`src/design/tmbs_pkg.sv`:
```
// ----------------------------------------------------------------------------
// Tile map background store: shared types and constants
// Command codes, map sizes, coordinate and word widths and the queued command word.
// ----------------------------------------------------------------------------
package tmbs_pkg;

  localparam logic [2:0] CMD_PUT        = 3'd0;
  localparam logic [2:0] CMD_READ       = 3'd1;
  localparam logic [2:0] CMD_FILL       = 3'd2;
  localparam logic [2:0] CMD_CLEAR_LYR  = 3'd3;
  localparam logic [2:0] CMD_CLEAR_PAGE = 3'd4;
  localparam logic [2:0] CMD_COPY       = 3'd5;

  localparam int MAP_SIDE    = 64;
  localparam int LAYER_COUNT = 4;

  localparam int COORD_W = 6;
  localparam int WORD_W  = 16;

  // One classified command as it passes from the front to the back part.
  typedef struct packed {
    logic [2:0]         command;
    logic               page;
    logic               layer;
    logic [COORD_W-1:0] x_first;
    logic [COORD_W-1:0] y_first;
    logic [COORD_W-1:0] x_last;
    logic [COORD_W-1:0] y_last;
    logic [COORD_W-1:0] dest_x;
    logic [COORD_W-1:0] dest_y;
    logic [WORD_W-1:0]  tile_word;
    logic               empty_rect;
  } cmd_t;

endpackage

```
`src/design/tmbs_front.sv`:
```
// ----------------------------------------------------------------------------
// Tile map background store: front part
// Holds the page register, accepts commands, classifies them and queues them.
// ----------------------------------------------------------------------------
module tmbs_front #(
  parameter int QUEUE_DEPTH = 2
) (
  input  logic                 clk,
  input  logic                 rst,
  input  logic                 push,
  output logic                 full,
  input  logic [2:0]           command,
  input  logic                 layer,
  input  logic [5:0]           x_first,
  input  logic [5:0]           y_first,
  input  logic [5:0]           x_last,
  input  logic [5:0]           y_last,
  input  logic [5:0]           dest_x,
  input  logic [5:0]           dest_y,
  input  logic [15:0]          tile_word,
  input  logic                 cfg_valid,
  output logic                 cfg_ready,
  input  logic                 cfg_data,
  output logic                 q_valid,
  input  logic                 q_take,
  output tmbs_pkg::cmd_t       q_cmd
);

  localparam int PTR_W = (QUEUE_DEPTH > 1) ? $clog2(QUEUE_DEPTH) : 1;

  tmbs_pkg::cmd_t     queue [QUEUE_DEPTH];
  logic [PTR_W-1:0]   wr_ptr;
  logic [PTR_W-1:0]   rd_ptr;
  logic [PTR_W:0]     count;
  logic               active_page;
  tmbs_pkg::cmd_t     incoming;
  logic               do_push;
  logic               do_pop;

  assign cfg_ready = 1'b1;
  assign full      = (count == (PTR_W+1)'(QUEUE_DEPTH));
  assign q_valid   = (count != '0);
  assign q_cmd     = queue[rd_ptr];
  assign do_push   = push && !full;
  assign do_pop    = q_take && q_valid;

  always_comb begin
    incoming.command    = command;
    incoming.page       = active_page;
    incoming.layer      = layer;
    incoming.x_first    = x_first;
    incoming.y_first    = y_first;
    incoming.x_last     = x_last;
    incoming.y_last     = y_last;
    incoming.dest_x     = dest_x;
    incoming.dest_y     = dest_y;
    incoming.tile_word  = tile_word;
    incoming.empty_rect = (x_first > x_last) || (y_first > y_last);
  end

  always_ff @(posedge clk) begin
    if (do_push) begin
      queue[wr_ptr] <= incoming;
    end
    if (rst) begin
      wr_ptr      <= '0;
      rd_ptr      <= '0;
      count       <= '0;
      active_page <= 1'b0;
    end else begin
      if (cfg_valid) begin
        active_page <= cfg_data;
      end
      if (do_push) begin
        wr_ptr <= (wr_ptr == PTR_W'(QUEUE_DEPTH-1)) ? '0 : wr_ptr + 1'b1;
      end
      if (do_pop) begin
        rd_ptr <= (rd_ptr == PTR_W'(QUEUE_DEPTH-1)) ? '0 : rd_ptr + 1'b1;
      end
      count <= count + (PTR_W+1)'(do_push) - (PTR_W+1)'(do_pop);
    end
  end

endmodule

```
`config.mk`:
```
export PLATFORM = sky130hd
export DESIGN_NAME = tmbs_front
export DESIGN_NICKNAME = d
export VERILOG_FILES = /design/src/design/tmbs_pkg.sv /design/src/design/tmbs_front.sv
export SDC_FILE = /design/constraint.sdc
export NUM_CORES = 1
export LEC_CHECK = 0
export BUFFER_PORTS_ARGS = -buffer_cell sky130_fd_sc_hd__buf_2
export CAP_MARGIN = 5
export CORE_MARGIN = 3
export CORE_UTILIZATION = 47
export CTS_CLUSTER_DIAMETER = 100
export DETAILED_ROUTE_END_ITERATION = 8
export PLACE_DENSITY = 0.72
export SLEW_MARGIN = 20
export SYNTH_ARGS = -nofsm -noshare
export SYNTH_HDL_FRONTEND = slang
export SYNTH_SLANG_ARGS = --single-unit
```
`constraint.sdc`:
```
create_clock -name clk -period 5.9 [get_ports clk]
set_clock_uncertainty 0.2 [all_clocks]
set_input_delay 1.18 -clock clk [delete_from_list [all_inputs] [get_ports clk]]
set_output_delay 1.18 -clock clk [all_outputs]
set_load 0.005 [all_outputs]
```
# [Word-level counts from Yosys, hierarchy flattened]
# Memories as Yosys holds them, arrays and structs flattened. A register that Yosys moved wholly into a read port is not among the register bits.
# Cells that the tools add are included.
[totals] ff_bits=5 ramBits=116 input_bits=62 out_inout_bits=61 elab_cells=23 n_memories=1
[op_classes] add_sub_neg=4 order_cmp=2 eq_ne=1 n_mux=6 n_reduce_logical=5
[mem_list] memory="queue" depth=2 width=58 read_ports=1 rd_ports_with_merged_regs=1 write_ports=1 line="tmbs_front.sv:31" source="tmbs_pkg::cmd_t queue [QUEUE_DEPTH];"
[ops] op="6-bit greater-than comparator" count=2
[ops] op="1-bit two-way mux" count=6
[ops] op="1-bit adder (second input constant)" count=2
[ops] op="2-bit by 1-bit adder with 2-bit output" count=1
[ops] op="2-bit equality test (second input constant)" count=1
[ops] op="1-bit logical AND" count=2
[ops] op="2-bit nonzero test" count=1
[ops] op="2-bit by 1-bit subtractor with 2-bit output" count=1
[ops] op="1-bit zero test" count=1
[ops] op="1-bit logical OR" count=1

# [Logic depth before layout (Yosys ltp)]
[depth] depth_word=5 ltp_mapped=8 ltp_nobuf=8

# [Worst setup path after synthesis]
# Ideal clock, no wire load.
[synth_path] path_type="input-to-reg" start="input push" end="memory queue[0][0] in the netlist's numbering (enable)" setup_time_ns=0.474 arrival_time_ns=3.700 required_ns=5.226 slack_ns=1.526 stages=2 n_path_buf=0 path_cell_list="nand2_1 -> nor2_1"
[synth_via] elab_chain_cells=3
[synth_rtl] element="start: declaration" line="tmbs_front.sv:10" source="input logic push,"
[synth_rtl] element="1-bit logical AND" line="tmbs_front.sv:44" source="assign do_push = push && !full;"
[synth_rtl] element="1-bit two-way mux" line="tmbs_front.sv:62" source="if (do_push) begin"
[synth_rtl] element="1-bit two-way mux (not written as such)" line="tmbs_front.sv:63" source="queue[wr_ptr] <= incoming;"
[synth_rtl] element="end: declaration" line="tmbs_front.sv:31"
# Every way passes these cells.

==> impl_summary.txt <==
----------------------------------------------------
[Run status]
  Result of the run ... finished, final reports clean

[Floorplan]
  Die outline area ... roughly 0.012 mm^2
  Std-Cell Rows ... 36
  Chip height ... about 110 um
  Initial Utilization ... 0.488
  Core region area ... 0.00991 mm^2
  Width of the die ... between 100 and 150 um
  Count of pins on the block boundary ... roughly 120

[Setup path]
  Cell at the slowest stage of the critical path ... sky130_fd_sc_hd__dfxtp_4
  Crit end category ... output pin
  Data required time of the worst path ... ~4500 ps
  Largest fanout of any net on the critical path ... 58
  Setup crit start kind ... flop
  Data arrival time at the worst-slack endpoint ... between 2000 and 2500 ps
  Critical Path Max Stage Delay ... 930 ps
  Critical setup path kind ... reg -> out
  Ordered list of cells on the worst path ... mux2_2 -> buf_2

[Synthesis]
  Combined area of all synthesized cells ... between 0.004 and 0.005 mm^2
  Number of warnings reported in the yosys synthesis log ... 0
  Cell types with the highest counts after synthesis ... 116 x sky130_fd_sc_hd__edfxtp_1, 38 x sky130_fd_sc_hd__mux2_2, 20 x sky130_fd_sc_hd__mux2_4
  Post-synth top flop ... sky130_fd_sc_hd__edfxtp_1
  Share of flip-flops with an asynchronous set or reset after synthesis ... 0
  Biggest area consumer among synthesized cells ... sky130_fd_sc_hd__edfxtp_1
  Post-synthesis area per instance ... between 15 and 20 um^2
  Synthesized netlist net count ... between 300 and 400
  Synthesized flop and latch total ... ~120
  Cell variety after synth ... 28
  EDFF count, synth ... roughly 120
  Top cells by area, synth ... sky130_fd_sc_hd__edfxtp_1 72%, sky130_fd_sc_hd__mux2_2 8.8%, sky130_fd_sc_hd__mux2_4 6.2%
  Cell count after synthesis ... 253
  Yosys top cell area share ... 0.720
  Post-synthesis sequential area ratio ... 0.745
  Most frequent cell after synthesis ... sky130_fd_sc_hd__edfxtp_1

[Route]
  Count of TritonRoute iterations in the first routing pass ... 5
  Wire per inst ... approximately 16 um
  Final wirelength ... between 8000 and 9000 um
  Number of DRC violations after detailed-routing iteration 0 ... 60
  Number of antenna-violating nets in the routed design ... 0
  DR vias ... approximately 2,600
  Number of DRC violations after detailed routing ... 0
  Via density ... just under 5

[Clock tree]
  Number of buffers added for setup after CTS ... 0
  Insertion delay of the later-clocked pin in the worst-skew pair ... roughly 500 ps
  Clock Root Buffer ... sky130_fd_sc_hd__clkbuf_8
  Number of buffers created by CTS ... 17
  CTS clock-pin slew for the worst setup and hold paths ... approximately 60 ps
  Num Clock Sinks ... approximately 120
  CTS max path bufs ... 2
  TritonCTS clock tree ... done
  Cts-stage hold buffer count ... 0
  # resized after CTS ... 0
  CTS H-tree depth ... 4

[Placement]
  Detailed placer's ending HPWL ... 5500 um
  # placed instances ... between 500 and 600
  Routability Congestion ... 0.738
  Count of port buffers added during placement ... between 100 and 150

[Global route]
  Global-route wire length before repair ... roughly 13,000 um
  GRT Overall Usage ... 0.151
  Number of antenna violations at the first check in global routing ... 0
  Vias in the first global route ... around 2,700
  Pin count of the biggest net entering global routing ... 59
  Total congestion overflow after global routing ... 0

[Timing]
  Remaining max-slew budget at the tightest pin ... 0.407
  Final hold violation count ... 0
  Setup Total Neg Slack ... 0 ps
  Maximum frequency from static timing analysis ... about 290 MHz
  Final min period ... around 3400 ps
  RSZ-0062 raised after global routing ... false
  Total of endpoints with negative setup slack in the final report ... 0
  Final-report max-slew violation count ... 0
  Final critical-path share of the clock period ... 0.577
  Worst slew pin tran ... 890 ps

[Finish]
  Area Overhead vs Synth ... 28.1%
  Antenna Cells ... 0
  Final-layout fill cell count ... between 700 and 800
  Fin nets ... ~460
  Fraction of final layout cells sized beyond drive strength 1 ... 0.541
  Count of placed standard cells in the final layout, fillers left out ... roughly 530

[Worst hold path]
  Path category of the worst min-delay check ... reg -> reg

[Pwr]
  Total power divided by cell area ... between 400 and 500 mW/mm^2
  Total power of the final layout ... roughly 2.8 mW
  Largest vdd supply drop ... between 300 and 400 uV
  LEAKAGE ... about 2.5 nW

[Run]
  Max capacitance violation total ... 0

----------------------------------------------------
==> where the power goes <==
part	internal, mW	switching, mW
logic	0.292	0.214
registers	1.10	0.0878
clock network	0.689	0.367
==> worst max-delay path: cells and delay by family (launching register included) <==
family / cells / cell delay, ps
muxes: 1 / 430
DFF: 1 / 930
buffers and inverters: 1 / 130
==> final timing paths <==
kind	start	end	slack (ps)	cells past startpoint
max reg2reg	count[0]	queue[0][48]	3500	4
min reg2reg	active_page	queue[1][54]	270	0
max	flop	q_cmd[9]	2500	2
min	active_page	queue[1][54]	270	0
==> sequential cells by signal, summed over array words and instances (netlist names), named ones only <==
signal	count
queue	116
count	2
wr_ptr	1
active_page	1
rd_ptr	1
==> logic make-up after synthesis <==
family	Yosys count	synth area share
AOI/OAI and AO/OA	8	0.0101
xor gates and xnor gates	4	0.00879
adders and majority gates	14	0.0362
buffers and inverters	23	0.0240
DFF	122	0.745
muxes	59	0.153
other	1	0.000775
and+or+nand+nor	22	0.0228
==> placed cells by master (no fill, tap or decap), types with 2 or more instances in the layout <==
master	Yosys	routed
sky130_fd_sc_hd__nand3_1	2	2
sky130_fd_sc_hd__clkbuf_16	0	16
sky130_fd_sc_hd__inv_1	16	16
sky130_fd_sc_hd__clkinv_2	0	3
sky130_fd_sc_hd__edfxtp_1	116	116
sky130_fd_sc_hd__ha_1	14	14
sky130_fd_sc_hd__clkinvlp_4	0	2
sky130_fd_sc_hd__nand2b_1	3	3
sky130_fd_sc_hd__mux2_2	38	38
sky130_fd_sc_hd__clkinv_4	0	3
sky130_fd_sc_hd__mux2_4	20	20
sky130_fd_sc_hd__nand2_1	4	4
sky130_fd_sc_hd__buf_2	3	121
sky130_fd_sc_hd__dfxtp_1	6	5
sky130_fd_sc_hd__nor2_1	7	6
sky130_fd_sc_hd__bufinv_16	0	4
sky130_fd_sc_hd__xor2_1	2	2
sky130_fd_sc_hd__a21oi_1	4	4
sky130_fd_sc_hd__nand4_1	2	2
sky130_fd_sc_hd__buf_4	1	2
==> routing by layer <==
metal / vias up / track usage / wire length (um)
met4: 0 / 0.0712 / 131
met3: 12 / 0.0480 / 564
met5: - / 0 / 0
li1: 1230 / - / -
met1: 1236 / 0.179 / 3410
met2: 86 / 0.252 / 4300
==> cell type report <==
type	instances	area (um^2)	area share
Sequential cell	122	3610	0.582
Timing Repair Buffer	123	621	0.100
Clock buffer	18	418	0.0674
Multi-Input combinational cell	108	1130	0.182
Clock inverter	14	196	0.0317
Inverter	16	60.1	0.00969
Tap cell	133	166	0.0269
==> through the flow <==
| step | util | hold WS, ps | setup slack, ps | area (um^2) |
|---|---|---|---|---|
| floorplan | - | 225 | 1530 | 4840 |
| global placement | 0.563 | 248 | 2690 | 5580 |
| detailed placement | 0.563 | 254 | 2660 | 5580 |
| CTS | 0.625 | 273 | 2440 | 6200 |
| global route | 0.625 | 293 | 2380 | 6200 |
| finish | 0.625 | 269 | 2500 | 6200 |
Note: power is estimated with default switching activity, not from simulation.
